## config.mk

```make
export PLATFORM = sky130hd
export DESIGN_NAME = shoreline_polygon_record_parser_flat
export DESIGN_NICKNAME = d
export VERILOG_FILES = /design/src/hw/rtl/psr_pkg.sv /design/src/hw/rtl/psr_if.sv /design/src/hw/rtl/shoreline_polygon_record_parser.sv /design/src/flat_wrapper.sv
export SDC_FILE = /design/constraint.sdc
export NUM_CORES = 1
export LEC_CHECK = 0
export CORE_ASPECT_RATIO = 0.75
export CORE_MARGIN = 2
export CORE_UTILIZATION = 40
export CTS_BUF_LIST = sky130_fd_sc_hd__clkbuf_8
export DETAILED_ROUTE_END_ITERATION = 10
export DONT_BUFFER_PORTS = 1
export PLACE_DENSITY = 0.55
export SKIP_CTS_REPAIR_TIMING = 1
export SLEW_MARGIN = 20
export SYNTH_ARGS = -nofsm -noshare
export SYNTH_HDL_FRONTEND = slang
export SYNTH_SLANG_ARGS = --single-unit
```

## constraint.sdc

```tcl
create_clock -name clk -period 4 [get_ports clk]
set_input_delay 0.8 -clock clk [delete_from_list [all_inputs] [get_ports clk]]
set_output_delay 0.8 -clock clk [all_outputs]
set_load 0.02 [all_outputs]
```

## src/hw/rtl/psr_pkg.sv

```systemverilog
`timescale 1ns / 1ps
`default_nettype none

package psr_pkg;

    // Result kinds
    typedef enum logic [1:0] {
        KIND_POINT     = 2'd0,
        KIND_EMPTY     = 2'd1,
        KIND_DONE      = 2'd2,
        KIND_TRUNCATED = 2'd3
    } kind_t;

    // Record layout
    localparam int unsigned HEADER_WORDS = 11;
    localparam int unsigned HDR_IDX_W    = 4;
    localparam logic [HDR_IDX_W-1:0] HDR_COUNT = 4'd1;
    localparam logic [HDR_IDX_W-1:0] HDR_FLAG  = 4'd2;
    localparam logic [HDR_IDX_W-1:0] HDR_LAST  = 4'(HEADER_WORDS - 1);

    // Longitude wrap, microdegrees
    localparam logic signed [31:0] LON_LIMIT = 32'sd180000000;
    localparam logic signed [31:0] LON_TURN  = 32'sd360000000;

    localparam logic [7:0] MAX_LEVEL_RESET = 8'd255;

    // Output queue
    localparam int unsigned QUEUE_DEPTH = 4;
    localparam int unsigned QPTR_W      = $clog2(QUEUE_DEPTH);
    localparam int unsigned QCNT_W      = $clog2(QUEUE_DEPTH + 1);

    typedef struct packed {
        kind_t              result_kind;
        logic signed [31:0] longitude_micro;
        logic signed [31:0] latitude_micro;
        logic               first_of_polygon;
        logic               last_of_polygon;
        logic               closing_point;
    } result_t;

endpackage

`default_nettype wire

```

## src/hw/rtl/psr_if.sv

```systemverilog
`timescale 1ns / 1ps
`default_nettype none

// Input word channel
interface psr_in_if;
    logic               valid;
    logic               ready;
    logic signed [31:0] data_word;
    logic               end_of_stream;

    modport source (output valid, output data_word, output end_of_stream, input ready);
    modport sink   (input valid, input data_word, input end_of_stream, output ready);
endinterface

// Result channel
interface psr_out_if;
    logic               valid;
    logic               ready;
    psr_pkg::kind_t     result_kind;
    logic signed [31:0] longitude_micro;
    logic signed [31:0] latitude_micro;
    logic               first_of_polygon;
    logic               last_of_polygon;
    logic               closing_point;

    modport source (output valid, output result_kind, output longitude_micro,
                    output latitude_micro, output first_of_polygon,
                    output last_of_polygon, output closing_point, input ready);
    modport sink   (input valid, input result_kind, input longitude_micro,
                    input latitude_micro, input first_of_polygon,
                    input last_of_polygon, input closing_point, output ready);
endinterface

// Configuration write channel (max_level)
interface psr_cfg_if;
    logic       valid;
    logic       ready;
    logic [7:0] data;

    modport source (output valid, output data, input ready);
    modport sink   (input valid, input data, output ready);
endinterface

`default_nettype wire

```

## src/hw/rtl/shoreline_polygon_record_parser.sv

```systemverilog
`timescale 1ns / 1ps
`default_nettype none

// Polygon record parser.
// in_ch carries one 32-bit stream word (or an end-of-stream marker) per word.
// Each record is 11 header words followed by x/y pairs; out_ch carries one
// result per kept point, plus a closing point, empty-polygon marker, or a
// final done / truncated result. cfg_ch writes max_level (reset 255); the
// level is latched when a record's flag word arrives.
// Results are registered in the queue before they reach out_ch. Throughput:
// one input word per cycle; results go into a 4-entry queue and in_ch.ready
// stays high while two free entries remain, so only a stalled receiver slows
// intake. The closing point makes one word produce two results, which the
// queue absorbs.
// After done or truncated the parser stops: further words are accepted and
// dropped until reset. rst_n (asynchronous, active low) empties the queue
// and returns to waiting for the first id word. cfg_ch.ready is always high.
module shoreline_polygon_record_parser (
    input  wire logic clk,
    input  wire logic rst_n,
    psr_in_if.sink    in_ch,
    psr_out_if.source out_ch,
    psr_cfg_if.sink   cfg_ch
);
    import psr_pkg::*;

    typedef enum logic [2:0] {
        PH_FIRST_ID,
        PH_NEXT_ID,
        PH_HEADER,
        PH_X,
        PH_Y,
        PH_STOPPED
    } phase_t;

    phase_t                 phase_reg, phase_next;
    logic [HDR_IDX_W-1:0]   hdr_idx_reg, hdr_idx_next;
    logic [30:0]            points_left_reg, points_left_next;
    logic [30:0]            point_total_reg, point_total_next;
    logic                   kept_reg, kept_next;
    logic signed [31:0]     held_lon_reg, held_lon_next;
    logic signed [31:0]     first_lon_reg, first_lon_next;
    logic signed [31:0]     first_lat_reg, first_lat_next;
    logic [7:0]             max_level_reg;

    result_t                queue_reg [QUEUE_DEPTH];
    logic [QPTR_W-1:0]      wr_ptr_reg, rd_ptr_reg;
    logic [QCNT_W-1:0]      count_reg;

    logic                   in_fire, out_fire;
    result_t                res0, res1;
    logic [1:0]             n_push;
    logic signed [31:0]     lon_wrap;
    logic                   is_first, is_last, closing;
    logic signed [31:0]     cmp_lon, cmp_lat;

    assign in_ch.ready  = (count_reg <= QCNT_W'(QUEUE_DEPTH - 2));
    assign in_fire      = in_ch.valid && in_ch.ready;
    assign out_fire     = out_ch.valid && out_ch.ready;
    assign cfg_ch.ready = 1'b1;

    // Longitude wrap above 180 degrees
    assign lon_wrap = (in_ch.data_word > LON_LIMIT) ? in_ch.data_word - LON_TURN
                                                     : in_ch.data_word;

    // Point position in the line and closing check
    assign is_first = (points_left_reg == point_total_reg);
    assign is_last  = (points_left_reg == 31'd1);
    assign cmp_lon  = is_first ? held_lon_reg : first_lon_reg;
    assign cmp_lat  = is_first ? in_ch.data_word : first_lat_reg;
    assign closing  = is_last && (point_total_reg > 31'd1)
                   && ((cmp_lon != held_lon_reg) || (cmp_lat != in_ch.data_word));

    // Parse step
    always_comb
    begin
        phase_next       = phase_reg;
        hdr_idx_next     = hdr_idx_reg;
        points_left_next = points_left_reg;
        point_total_next = point_total_reg;
        kept_next        = kept_reg;
        held_lon_next    = held_lon_reg;
        first_lon_next   = first_lon_reg;
        first_lat_next   = first_lat_reg;
        res0             = '0;
        res1             = '0;
        n_push           = 2'd0;

        if (in_fire && phase_reg != PH_STOPPED)
        begin
            if (in_ch.end_of_stream)
            begin
                res0.result_kind = (phase_reg == PH_NEXT_ID) ? KIND_DONE : KIND_TRUNCATED;
                n_push           = 2'd1;
                phase_next       = PH_STOPPED;
            end
            else
            begin
                case (phase_reg)
                    PH_FIRST_ID, PH_NEXT_ID:
                    begin
                        phase_next   = PH_HEADER;
                        hdr_idx_next = HDR_COUNT;
                    end
                    PH_HEADER:
                    begin
                        if (hdr_idx_reg == HDR_COUNT)
                            point_total_next = in_ch.data_word[31] ? 31'd0
                                                                   : in_ch.data_word[30:0];
                        else if (hdr_idx_reg == HDR_FLAG)
                            kept_next = (in_ch.data_word[7:0] <= max_level_reg);
                        hdr_idx_next = hdr_idx_reg + HDR_IDX_W'(1);
                        if (hdr_idx_reg == HDR_LAST)
                        begin
                            hdr_idx_next = '0;
                            if (point_total_reg == 31'd0)
                            begin
                                if (kept_reg)
                                begin
                                    res0.result_kind      = KIND_EMPTY;
                                    res0.first_of_polygon = 1'b1;
                                    res0.last_of_polygon  = 1'b1;
                                    n_push                = 2'd1;
                                end
                                phase_next = PH_NEXT_ID;
                            end
                            else
                            begin
                                points_left_next = point_total_reg;
                                phase_next       = PH_X;
                            end
                        end
                    end
                    PH_X:
                    begin
                        held_lon_next = lon_wrap;
                        phase_next    = PH_Y;
                    end
                    PH_Y:
                    begin
                        if (is_first)
                        begin
                            first_lon_next = held_lon_reg;
                            first_lat_next = in_ch.data_word;
                        end
                        if (kept_reg)
                        begin
                            res0.result_kind      = KIND_POINT;
                            res0.longitude_micro  = held_lon_reg;
                            res0.latitude_micro   = in_ch.data_word;
                            res0.first_of_polygon = is_first;
                            res0.last_of_polygon  = is_last && !closing;
                            res1.result_kind      = KIND_POINT;
                            res1.longitude_micro  = cmp_lon;
                            res1.latitude_micro   = cmp_lat;
                            res1.last_of_polygon  = 1'b1;
                            res1.closing_point    = 1'b1;
                            n_push                = closing ? 2'd2 : 2'd1;
                        end
                        points_left_next = points_left_reg - 31'd1;
                        phase_next       = is_last ? PH_NEXT_ID : PH_X;
                    end
                    default:
                    begin
                        phase_next = PH_STOPPED;
                    end
                endcase
            end
        end
    end

    // Parser state
    always_ff @(posedge clk or negedge rst_n)
    begin
        if (!rst_n)
        begin
            phase_reg       <= PH_FIRST_ID;
            hdr_idx_reg     <= '0;
            points_left_reg <= '0;
            point_total_reg <= '0;
            kept_reg        <= 1'b0;
            held_lon_reg    <= '0;
            first_lon_reg   <= '0;
            first_lat_reg   <= '0;
            max_level_reg   <= MAX_LEVEL_RESET;
        end
        else
        begin
            phase_reg       <= phase_next;
            hdr_idx_reg     <= hdr_idx_next;
            points_left_reg <= points_left_next;
            point_total_reg <= point_total_next;
            kept_reg        <= kept_next;
            held_lon_reg    <= held_lon_next;
            first_lon_reg   <= first_lon_next;
            first_lat_reg   <= first_lat_next;
            if (cfg_ch.valid)
                max_level_reg <= cfg_ch.data;
        end
    end

    // Result queue payload
    always_ff @(posedge clk)
    begin
        if (n_push != 2'd0)
            queue_reg[wr_ptr_reg] <= res0;
        if (n_push == 2'd2)
            queue_reg[wr_ptr_reg + QPTR_W'(1)] <= res1;
    end

    // Result queue pointers
    always_ff @(posedge clk or negedge rst_n)
    begin
        if (!rst_n)
        begin
            wr_ptr_reg <= '0;
            rd_ptr_reg <= '0;
            count_reg  <= '0;
        end
        else
        begin
            wr_ptr_reg <= wr_ptr_reg + QPTR_W'(n_push);
            if (out_fire)
                rd_ptr_reg <= rd_ptr_reg + QPTR_W'(1);
            count_reg <= count_reg + QCNT_W'(n_push) - QCNT_W'(out_fire);
        end
    end

    // Output word
    assign out_ch.valid            = (count_reg != '0);
    assign out_ch.result_kind      = queue_reg[rd_ptr_reg].result_kind;
    assign out_ch.longitude_micro  = queue_reg[rd_ptr_reg].longitude_micro;
    assign out_ch.latitude_micro   = queue_reg[rd_ptr_reg].latitude_micro;
    assign out_ch.first_of_polygon = queue_reg[rd_ptr_reg].first_of_polygon;
    assign out_ch.last_of_polygon  = queue_reg[rd_ptr_reg].last_of_polygon;
    assign out_ch.closing_point    = queue_reg[rd_ptr_reg].closing_point;

endmodule

`default_nettype wire

```

## src/flat_wrapper.sv

```systemverilog
// flat-port wrapper written by rule: the top's interface ports become plain ports
module shoreline_polygon_record_parser_flat import psr_pkg::*;
  (clk, rst_n, in_ch_valid, in_ch_data_word, in_ch_end_of_stream, in_ch_ready, out_ch_valid, out_ch_result_kind, out_ch_longitude_micro, out_ch_latitude_micro, out_ch_first_of_polygon, out_ch_last_of_polygon, out_ch_closing_point, out_ch_ready, cfg_ch_valid, cfg_ch_data, cfg_ch_ready);
  psr_in_if in_ch_i ();
  psr_out_if out_ch_i ();
  psr_cfg_if cfg_ch_i ();
  input  wire logic clk;
  input  wire logic rst_n;
  input wire logic [$bits(in_ch_i.valid)-1:0] in_ch_valid;
  input wire logic [$bits(in_ch_i.data_word)-1:0] in_ch_data_word;
  input wire logic [$bits(in_ch_i.end_of_stream)-1:0] in_ch_end_of_stream;
  output wire logic [$bits(in_ch_i.ready)-1:0] in_ch_ready;
  output wire logic [$bits(out_ch_i.valid)-1:0] out_ch_valid;
  output wire logic [$bits(out_ch_i.result_kind)-1:0] out_ch_result_kind;
  output wire logic [$bits(out_ch_i.longitude_micro)-1:0] out_ch_longitude_micro;
  output wire logic [$bits(out_ch_i.latitude_micro)-1:0] out_ch_latitude_micro;
  output wire logic [$bits(out_ch_i.first_of_polygon)-1:0] out_ch_first_of_polygon;
  output wire logic [$bits(out_ch_i.last_of_polygon)-1:0] out_ch_last_of_polygon;
  output wire logic [$bits(out_ch_i.closing_point)-1:0] out_ch_closing_point;
  input wire logic [$bits(out_ch_i.ready)-1:0] out_ch_ready;
  input wire logic [$bits(cfg_ch_i.valid)-1:0] cfg_ch_valid;
  input wire logic [$bits(cfg_ch_i.data)-1:0] cfg_ch_data;
  output wire logic [$bits(cfg_ch_i.ready)-1:0] cfg_ch_ready;
  assign in_ch_i.valid = in_ch_valid;
  assign in_ch_i.data_word = in_ch_data_word;
  assign in_ch_i.end_of_stream = in_ch_end_of_stream;
  assign in_ch_ready = in_ch_i.ready;
  assign out_ch_valid = out_ch_i.valid;
  assign out_ch_result_kind = out_ch_i.result_kind;
  assign out_ch_longitude_micro = out_ch_i.longitude_micro;
  assign out_ch_latitude_micro = out_ch_i.latitude_micro;
  assign out_ch_first_of_polygon = out_ch_i.first_of_polygon;
  assign out_ch_last_of_polygon = out_ch_i.last_of_polygon;
  assign out_ch_closing_point = out_ch_i.closing_point;
  assign out_ch_i.ready = out_ch_ready;
  assign cfg_ch_i.valid = cfg_ch_valid;
  assign cfg_ch_i.data = cfg_ch_data;
  assign cfg_ch_ready = cfg_ch_i.ready;
  shoreline_polygon_record_parser u_core (.clk(clk), .rst_n(rst_n), .in_ch(in_ch_i), .out_ch(out_ch_i), .cfg_ch(cfg_ch_i));
endmodule
```

# Word-level counts from Yosys, hierarchy flattened
# Memories as Yosys holds them, arrays and structs flattened.
# Cells that the tools add are included.
[word_totals]
latchBits = 0
ramBits = 276
input_bits = 46
mem_bits_ro = 0
n_memories = 1
regBits = 181
[memory_table]
columns = ["name", "depth", "width", "rd", "rd_clocked_by_memory_dff", "wr", "line_no", "rtl"]
rows = [
  ["u_core.queue_reg", 4, 69, 1, 0, 2, "shoreline_polygon_record_parser.sv:46", "result_t queue_reg [QUEUE_DEPTH];"],
]
[op_classes]
mul = 0
n_div = 0
mux = 44
reduce_logical = 22
n_lt_le_gt_ge = 4
eq_ne = 16
n_shift = 0
n_addsub = 8
n_bitwise = 2
[op_table]
columns = ["op", "count"]
rows = [
  ["$mux 66", 5],
  ["$mux 64", 2],
  ["$mux 32", 3],
  ["$mux 31", 3],
  ["$mux 68", 1],
  ["$ne 32x32->1", 2],
  ["$pmux 31 s2", 1],
  ["$gt 32x29->1 const B", 1],
  ["$sub 32x30->32 const B", 1],
  ["$eq 31x1->1 const B", 1],
  ["$eq 31x31->1", 1],
  ["$gt 31x1->1 const B", 1],
  ["$logic_not 31->1", 1],
  ["$sub 31x1->31 const B", 1],
  ["$mux 2", 15],
  ["$pmux 2 s2", 3],
  ["$pmux 3 s4", 1],
  ["$reduce_and 5->1", 2],
  ["$reduce_and 3->1", 3],
  ["$le 8x8->1", 1],
  ["$pmux 4 s2", 1],
  ["$eq 3x2->1 const B", 2],
  ["$logic_and 1x1->1", 6],
  ["$mux 1", 6],
  ["27 further kinds", 32],
]

# Logic depth before layout (Yosys ltp)
# Gate-level depths: netlist of run 1.
[logic_depth]
ltp_word = 13
mapped_depth = 14

# Worst setup path after synthesis of run 1
# Ideal clock, no wire load.
[synth_path]
path_type = "input -> register"
startpoint = "in in_ch_data_word[20]"
endpoint = "mem u_core.queue_reg[0][0] (netlist name) (enable)"
path_slack_ps = -415
arrival_time_ps = 3711
cell_stages = 9
required_time_ps = 3295
cell_sequence = "clkbuf_1 > inv_1 > a2111o_1 > a2111oi_0 > and4_1 > a311oi_4 > buf_2 > nand2_1 > nand2_1"
[synth_lines]
columns = ["element", "line_no", "rtl"]
rows = [
  ["start, declared", "flat_wrapper.sv:10", "input wire logic [$bits(in_ch_i.data_word)-1:0] in_ch_data_word;"],
  ["end, declared", "shoreline_polygon_record_parser.sv:46", ""],
]

==> summary.log, run 1 <==
INFO  pwr            ir_drop=345.6uV
INFO  final_layout   layout_common_cells=sky130_fd_sc_hd__edfxtp_1, sky130_fd_sc_hd__nor2_1, sky130_fd_sc_hd__nand2_1
INFO  detailed_routing routed_via_density=6.334
INFO  cts            cts_root_buffer=sky130_fd_sc_hd__clkbuf_8
INFO  pwr            cellPowerDensity=588.1mW/mm^2
INFO  critical_path  critPathArrivalTime=4.16ns
INFO  critical_path  setup.worst_path.end_class=flip-flop
INFO  grt            grt_overflow=0
INFO  final_layout   n_antenna_cell=0
INFO  pwr            power.sequential.fraction=0.420
INFO  timing         setup-tns-final=0ns
INFO  detailed_routing route.vias.total=19275
INFO  grt            number_of_antenna_violations_at_the_first_check_in_global_routing=1
INFO  grt            gr-usage-all-layers=0.2682
INFO  placement      port_buffers=0
INFO  pwr            report.power.total=15.56mW
INFO  synth          synth_warnings=0
INFO  synth          synthesis.area=0.02410sqmm
INFO  pwr            pwr-share-clk=0.264
INFO  final_layout   layout-area-overhead-vs-synth=9.797%
INFO  detailed_routing firstDrtPassIters=6
INFO  timing         timing_hold_violations_final=173
INFO  timing         achievable-frequency=275.1MHz
INFO  detailed_routing final_antenna_net_count=0
INFO  final_layout   finish.cell_count_without_fillers=3043
INFO  critical_path  cp_data_required_time=4.52ns
INFO  detailed_routing drt-wirelength-per-cell=27.42microns
INFO  cts            cts.sink_count=457
INFO  cts            htree_num_levels=3
INFO  die            initial_util=0.4067
INFO  pwr            p_leak=8.868nW
INFO  timing         finalWorstPathRequiredPeriod=3.636ns
INFO  detailed_routing initialDrtViolationCount=2292
INFO  synth          synthArstFlopShare=0.3961
INFO  status         result_of_the_run=finished with violations
INFO  pwr            combPwrFrac=0.316
INFO  synth          synthFlopType=sky130_fd_sc_hd__edfxtp_1
INFO  critical_path  critical_path.max_fanout=164
INFO  timing         timing.final.setup_violations=0
INFO  cts            clockBufferDepth=3
INFO  grt            grt_max_degree=182
INFO  timing         worst_pin_slew=1.083ns
INFO  placement      postPlaceCellArea=0.02498sqmm
INFO  synth          number_of_enable_type_register_cells_in_the_synthesized_netlist=264
INFO  critical_path  critical_path_class=reg2reg
INFO  die            std_cell_rows=77
INFO  synth          synth_seq_cells=457
INFO  synth          synth.distinct_cells=71
INFO  final_layout   fillers=5537
INFO  cts            clkLatencyLatePin=0.68ns
INFO  final_layout   drive_gt1_frac=0.1349
INFO  synth          synth-seq-area-share=0.5273
INFO  synth          postSynthAreaPerCell=10.60squm
INFO  synth          synth_nets=2336
INFO  grt            first_pass_grt_wire_length=124100microns
INFO  timing         rsz0062_at_grt=no
INFO  timing         layout_setup_ws=0.3645ns
INFO  cts            tritoncts_clock_tree=yes
INFO  critical_path  r2r_cells=10
INFO  timing         timing.final.max_slew_violations=0
INFO  pwr            net-switching-power=6.291mW
INFO  die            die_area=0.06225sqmm
INFO  placement      place_worst_setup_slack=0.4787ns
INFO  pwr            power_report.internal_total=9.269mW
INFO  die            floorplan.die.height=216.6microns
INFO  pwr            power_switching_share=0.4043
INFO  die            ios=118
INFO  timing         fin_skew=0.02511ns
INFO  critical_path  critical_path_source_type=flip-flop
INFO  status         violations=negative hold slack
INFO  grt            grt_pass1_vias=18377
INFO  final_layout   postLayoutCellArea=0.02646sqmm
INFO  detailed_routing drt-total-wl=83440microns
INFO  synth          syn-instance-count=2274
INFO  timing         min_period_over_period=0.9089
INFO  critical_path  critical_path.reg2reg.startpoint=u_core.points_left_reg[14]
INFO  placement      place_congestion=0.9785
INFO  cts            numCtsBuffers=78
INFO  timing         fin_worst_hold_slack=-0.1753ns
INFO  job            max-cap-violations=0
INFO  die            floorplan.die.width=287.4microns
INFO  placement      place_inst=2899
INFO  detailed_routing drc_errors=0
INFO  final_layout   layout.cells.most_common=sky130_fd_sc_hd__edfxtp_1
INFO  cts            worst_setup_hold_path_clk_slew=0.07ns
INFO  final_layout   largest_register_ff_count=276
INFO  critical_path  r2r_end=u_core.queue_reg[1][18]
INFO  placement      place_hpwl=52580microns
INFO  hold_path      hp-class=in2async
INFO  critical_path  ff2ff_setup_slack=0.36ns
INFO  final_layout   final_nets=2251
INFO  timing         max-slew-margin-rel=0.2783
INFO  die            core_region_area=0.05925sqmm
layer usage:
metal | vias to the layer above | wire (microns) | global-route usage
li1 | 8378 | - | -
met1 | 9780 | 37570 | 0.4034
met2 | 982 | 35450 | 0.3849
met3 | 133 | 8474 | 0.06337
met4 | 2 | 1937 | 0.07066
met5 | - | 9 | 0
stage by stage:
stage	hold slack, ns	util
6_report	-0.1753	0.4466
5_1_grt	-0.1956	0.4466
4_1_cts	-0.2261	0.4466
3_5_place_dp	0.4470	0.4216
3_3_place_gp	0.4439	0.4216
2_1_floorplan	0.4270	-
worst max-delay path by stage:
stage,from,to,slack (ns),cells past startpoint
4_1_cts,u_core.points_left_reg[14],u_core.queue_reg[0][66],0.48,10
6_report,u_core.points_left_reg[14],u_core.queue_reg[1][18],0.36,10
2_1_floorplan,u_core.points_left_reg[12],u_core.queue_reg[3][0],0.02,7
3_3_place_gp,in_ch_data_word[5],u_core.count_reg[2],0.52,11
3_5_place_dp,in_ch_data_word[5],u_core.count_reg[2],0.48,11
5_1_grt,u_core.points_left_reg[14],u_core.queue_reg[0][34],0.29,10
worst max-delay path, stage by stage, from the launching register on:
cell and delay [ns]:
sky130_fd_sc_hd__dfrtp_1 0.41, sky130_fd_sc_hd__or4_1 0.64, sky130_fd_sc_hd__or3_1 0.42, sky130_fd_sc_hd__nor4_2 0.15
sky130_fd_sc_hd__buf_4 0.18, sky130_fd_sc_hd__nand2_1 0.10, sky130_fd_sc_hd__a311oi_4 0.30, sky130_fd_sc_hd__buf_4 0.19
sky130_fd_sc_hd__buf_12 0.38, sky130_fd_sc_hd__a32oi_1 0.22, sky130_fd_sc_hd__nor2_1 0.15
power groups by stage:
stage                     clock network [mW]  logic (mW)  registers [mW]
after floorplan                            0        3.65            6.04
after global placement                     0        4.90            6.57
after detailed placement                   0        4.90            6.59
after CTS                               4.18        4.93            6.50
after global routing                    4.37        5.27            6.61
final                                   4.11        4.91            6.54
cell families (layout without fill, tap and decap cells):
| logic type | Yosys count | after routing | synth area share |
|---|---|---|---|
| other | 1 | 1 | 0.0001556 |
| AND/OR/NAND/NOR | 759 | 759 | 0.1428 |
| multiplexers | 112 | 112 | 0.08457 |
| AO/OA/AOI/OAI | 579 | 579 | 0.1656 |
| XOR/XNOR | 68 | 68 | 0.02471 |
| buffers and inverters | 282 | 261 | 0.04626 |
| adder cells (fa/ha/maj) | 16 | 16 | 0.008618 |
| flip-flops | 457 | 457 | 0.5273 |
cells in the mapped netlist, types with 6 or more instances:
cell type	number	area, sq um
sky130_fd_sc_hd__o32ai_1	6	52.55
sky130_fd_sc_hd__a21o_1	6	45.04
sky130_fd_sc_hd__mux4_2	69	1554
sky130_fd_sc_hd__ha_1	15	187.7
sky130_fd_sc_hd__xnor2_1	28	245.2
sky130_fd_sc_hd__nand2b_1	39	244.0
sky130_fd_sc_hd__o31ai_1	16	120.1
sky130_fd_sc_hd__a2111o_1	6	67.56
sky130_fd_sc_hd__nor4_1	32	200.2
sky130_fd_sc_hd__a31oi_1	10	62.56
sky130_fd_sc_hd__a22oi_1	7	52.55
sky130_fd_sc_hd__nand2_1	240	900.9
sky130_fd_sc_hd__dfrtp_1	173	4329
sky130_fd_sc_hd__edfxtp_1	264	7928
sky130_fd_sc_hd__nor3_1	21	105.1
sky130_fd_sc_hd__o21ai_0	134	670.6
sky130_fd_sc_hd__dfxtp_1	12	240.2
sky130_fd_sc_hd__nor2_1	253	949.7
sky130_fd_sc_hd__a21oi_1	131	655.6
sky130_fd_sc_hd__nand3_1	83	415.4
sky130_fd_sc_hd__o2111ai_1	11	96.34
sky130_fd_sc_hd__o211ai_1	6	45.04
sky130_fd_sc_hd__clkbuf_1	175	656.9
sky130_fd_sc_hd__nor2b_1	32	200.2
sky130_fd_sc_hd__dfstp_2	8	210.2
sky130_fd_sc_hd__mux2_2	43	484.2
sky130_fd_sc_hd__buf_1	20	75.07
sky130_fd_sc_hd__and3_1	6	37.54
sky130_fd_sc_hd__and4_1	6	52.55
sky130_fd_sc_hd__nand4_1	15	93.84
sky130_fd_sc_hd__buf_4	9	67.56
sky130_fd_sc_hd__buf_2	18	90.09
sky130_fd_sc_hd__xor2_1	40	350.3
sky130_fd_sc_hd__a32oi_1	186	1629
sky130_fd_sc_hd__and2_1	6	37.54
sky130_fd_sc_hd__inv_1	59	221.5
sky130_fd_sc_hd__o22ai_1	15	93.84
layout make-up:
cell class | count | area (sq um) | area share
Clock buffer | 85 | 1170 | 0.04421
Clock inverter | 59 | 310.3 | 0.01173
Inverter | 60 | 225.2 | 0.008511
Multi-Input combinational cell | 1535 | 10400 | 0.3930
Sequential cell | 457 | 12710 | 0.4805
Tap cell | 790 | 988.4 | 0.03736
Timing Repair Buffer | 57 | 653.1 | 0.02468
Power figures use the tool's default switching activity.
==> run 2, diff against run 1 <==
CORE_UTILIZATION = 35   (was 40)
PLACE_DENSITY = 0.5   (was 0.55)
==> run 2 against run 1 <==
Net effect: the flow still finishes with violations (negative hold slack); register-to-register slack worse by 0.09 ns; global-route usage down 2.4 points; total power up 2.1%; flip-flop and latch count unchanged; fmax down 2.3%.
==> summary.log, run 2 (same netlist as run 1, synthesis figures left out) <==
INFO  status         result_of_the_run=finished with violations
INFO  status         violations=negative hold slack
INFO  grt            grt_max_degree=182
INFO  cts            clkLatencyLatePin=0.70ns
INFO  pwr            net-switching-power=6.429mW
INFO  detailed_routing drt-total-wl=87210microns
INFO  timing         finalWorstPathRequiredPeriod=3.723ns
INFO  detailed_routing initialDrtViolationCount=2322
INFO  pwr            power.sequential.fraction=0.412
INFO  pwr            power_report.internal_total=9.463mW
INFO  grt            grt_overflow=0
INFO  grt            gr-usage-all-layers=0.2441
INFO  cts            cts.sink_count=457
INFO  detailed_routing drc_errors=0
INFO  final_layout   final_nets=2263
INFO  die            initial_util=0.3527
INFO  critical_path  worst_path_dominant_cell_family=simple AND/OR/NAND/NOR gates
INFO  pwr            p_leak=9.011nW
INFO  die            floorplan.die.width=307.0microns
INFO  critical_path  critical_path_class=reg2reg
INFO  timing         achievable-frequency=268.6MHz
INFO  pwr            combPwrFrac=0.315
INFO  final_layout   layout.cells.most_common=sky130_fd_sc_hd__edfxtp_1
INFO  pwr            ir_drop=387.9uV
INFO  die            ios=118
INFO  pwr            report.power.total=15.89mW
INFO  final_layout   drive_gt1_frac=0.1398
INFO  timing         max-slew-margin-rel=0.2834
INFO  final_layout   layout_common_cells=sky130_fd_sc_hd__edfxtp_1, sky130_fd_sc_hd__nor2_1, sky130_fd_sc_hd__nand2_1
INFO  critical_path  timing.critical_path.slowest_stage_cell=sky130_fd_sc_hd__or4_1
INFO  cts            clockBufferDepth=3
INFO  detailed_routing route.vias.total=19327
INFO  timing         setup-tns-final=0ns
INFO  hold_path      hp-class=in2async
INFO  die            die_area=0.07099sqmm
INFO  final_layout   area_of_the_multi_input_gates=0.01041sqmm
INFO  final_layout   layout.area.seq=0.01271sqmm
INFO  grt            grt_pass1_vias=18390
INFO  pwr            power_switching_share=0.4045
INFO  timing         fin_worst_hold_slack=-0.1920ns
INFO  detailed_routing routed_via_density=6.114
INFO  critical_path  critical_path.max_fanout=69
INFO  critical_path  critical_path_source_type=flip-flop
INFO  detailed_routing final_antenna_net_count=0
INFO  critical_path  max_stage_delay=0.60ns
INFO  timing         fin_skew=0.02268ns
INFO  critical_path  critical_path.cell_chain=or4_1 -> or3_1 -> nor4_2 -> buf_4 -> nand3_1 -> a311oi_1 -> o21a_4 -> buf_12
INFO  job            max-cap-violations=0
INFO  placement      place_congestion=0.9474
INFO  cts            numCtsBuffers=80
INFO  pwr            pwr-share-clk=0.273
INFO  critical_path  setup.worst_path.end_class=flip-flop
INFO  cts            cts_root_buffer=sky130_fd_sc_hd__clkbuf_8
INFO  detailed_routing firstDrtPassIters=5
INFO  placement      port_buffers=0
INFO  detailed_routing drt-wirelength-per-cell=27.59microns
INFO  die            core_region_area=0.06833sqmm
INFO  timing         rsz0062_at_grt=no
INFO  timing         timing_hold_violations_final=173
INFO  grt            number_of_antenna_violations_at_the_first_check_in_global_routing=1
INFO  placement      place_hpwl=56210microns
INFO  cts            htree_num_levels=3
INFO  placement      place_worst_setup_slack=0.1426ns
INFO  timing         worst_pin_slew=1.075ns
INFO  timing         timing.final.setup_violations=0
INFO  critical_path  critPathArrivalTime=4.04ns
INFO  timing         timing.final.max_slew_violations=0
INFO  pwr            cellPowerDensity=593.1mW/mm^2
INFO  die            std_cell_rows=83
INFO  die            floorplan.die.height=231.2microns
INFO  final_layout   largest_register_ff_count=276
INFO  grt            first_pass_grt_wire_length=128300microns
INFO  cts            worst_setup_hold_path_clk_slew=0.07ns
INFO  cts            tritoncts_clock_tree=yes
INFO  timing         min_period_over_period=0.9307
INFO  final_layout   fillers=6658
INFO  final_layout   layout-area-overhead-vs-synth=11.18%
INFO  timing         layout_setup_ws=0.2770ns
INFO  critical_path  worstPathBufferInverterCount=2
INFO  critical_path  cp_data_required_time=4.32ns
[run 2: cell count changes in the layout (fill, tap and decap cells not counted), sizes merged]
| cell | delta |
|---|---|
| clkinv | -13 |
| buf | +10 |
| inv | +13 |
| clkinvlp | -3 |
| diode | +2 |
| clkbuf | +6 |
| bufinv | +1 |
[run 2: cell type report]
class	instances	share of cell area
repair buffers	67	0.02811
flip-flops and latches	457	0.4745
diodes	2	0.0001868
clock buffers	91	0.04674
inverters	60	0.008405
multi-input cells	1535	0.3883
well taps	892	0.04165
clock inverters	57	0.01205
[run 2: per-layer routing]
layer,up-vias,track usage,part of all wire
met4,0,0.06631,0.022
met3,120,0.05660,0.094
met2,959,0.3486,0.42
li1,8412,-,-
met5,-,0,0
met1,9836,0.3680,0.46
[run 2: metrics by stage]
step	cells	utilization	hold WS, ns	cell area [sq um]
2_1_floorplan	2274	-	0.4270	24110
3_3_place_gp	3011	0.3689	0.4477	25210
3_5_place_dp	3011	0.3689	0.4554	25210
4_1_cts	3159	0.3920	-0.2451	26780
5_1_grt	3159	0.3920	-0.2484	26790
6_report	3161	0.3921	-0.1920	26790
[run 2: power groups by stage]
stage	Clock [mW]	Sequential, mW	Combinational, mW
after floorplan	0	6.04	3.65
after global placement	0	6.59	5.00
after detailed placement	0	6.62	5.00
after CTS	4.44	6.53	5.01
after global routing	4.63	6.64	5.34
final	4.34	6.55	5.00
[run 2: final timing paths]
| check | from | to | slack, ns | cells past startpoint |
|---|---|---|---|---|
| min in group clk | cfg_ch_valid | u_core.max_level_reg[7] | 0.17 | 1 |
| min | rst_n | u_core.points_left_reg[22] | -0.19 | 0 |
| max reg2reg | u_core.points_left_reg[12] | u_core.queue_reg[3][37] | 0.28 | 8 |
| min reg2reg | u_core.queue_reg[1][2] | u_core.queue_reg[1][2] | 0.46 | 2 |
| max in group asynchronous | rst_n | u_core.first_lat_reg[2] | 3.83 | 0 |
| max | u_core.points_left_reg[12] | u_core.queue_reg[3][37] | 0.28 | 8 |
[run 2: worst reg2reg max path: cells and delay by family (launching register included)]
kind	cells	cell delay, ns
buffers and inverters	2	0.61
DFF	1	0.47
and+or+nand+nor	4	1.59
AOI/OAI and AO/OA	2	0.64
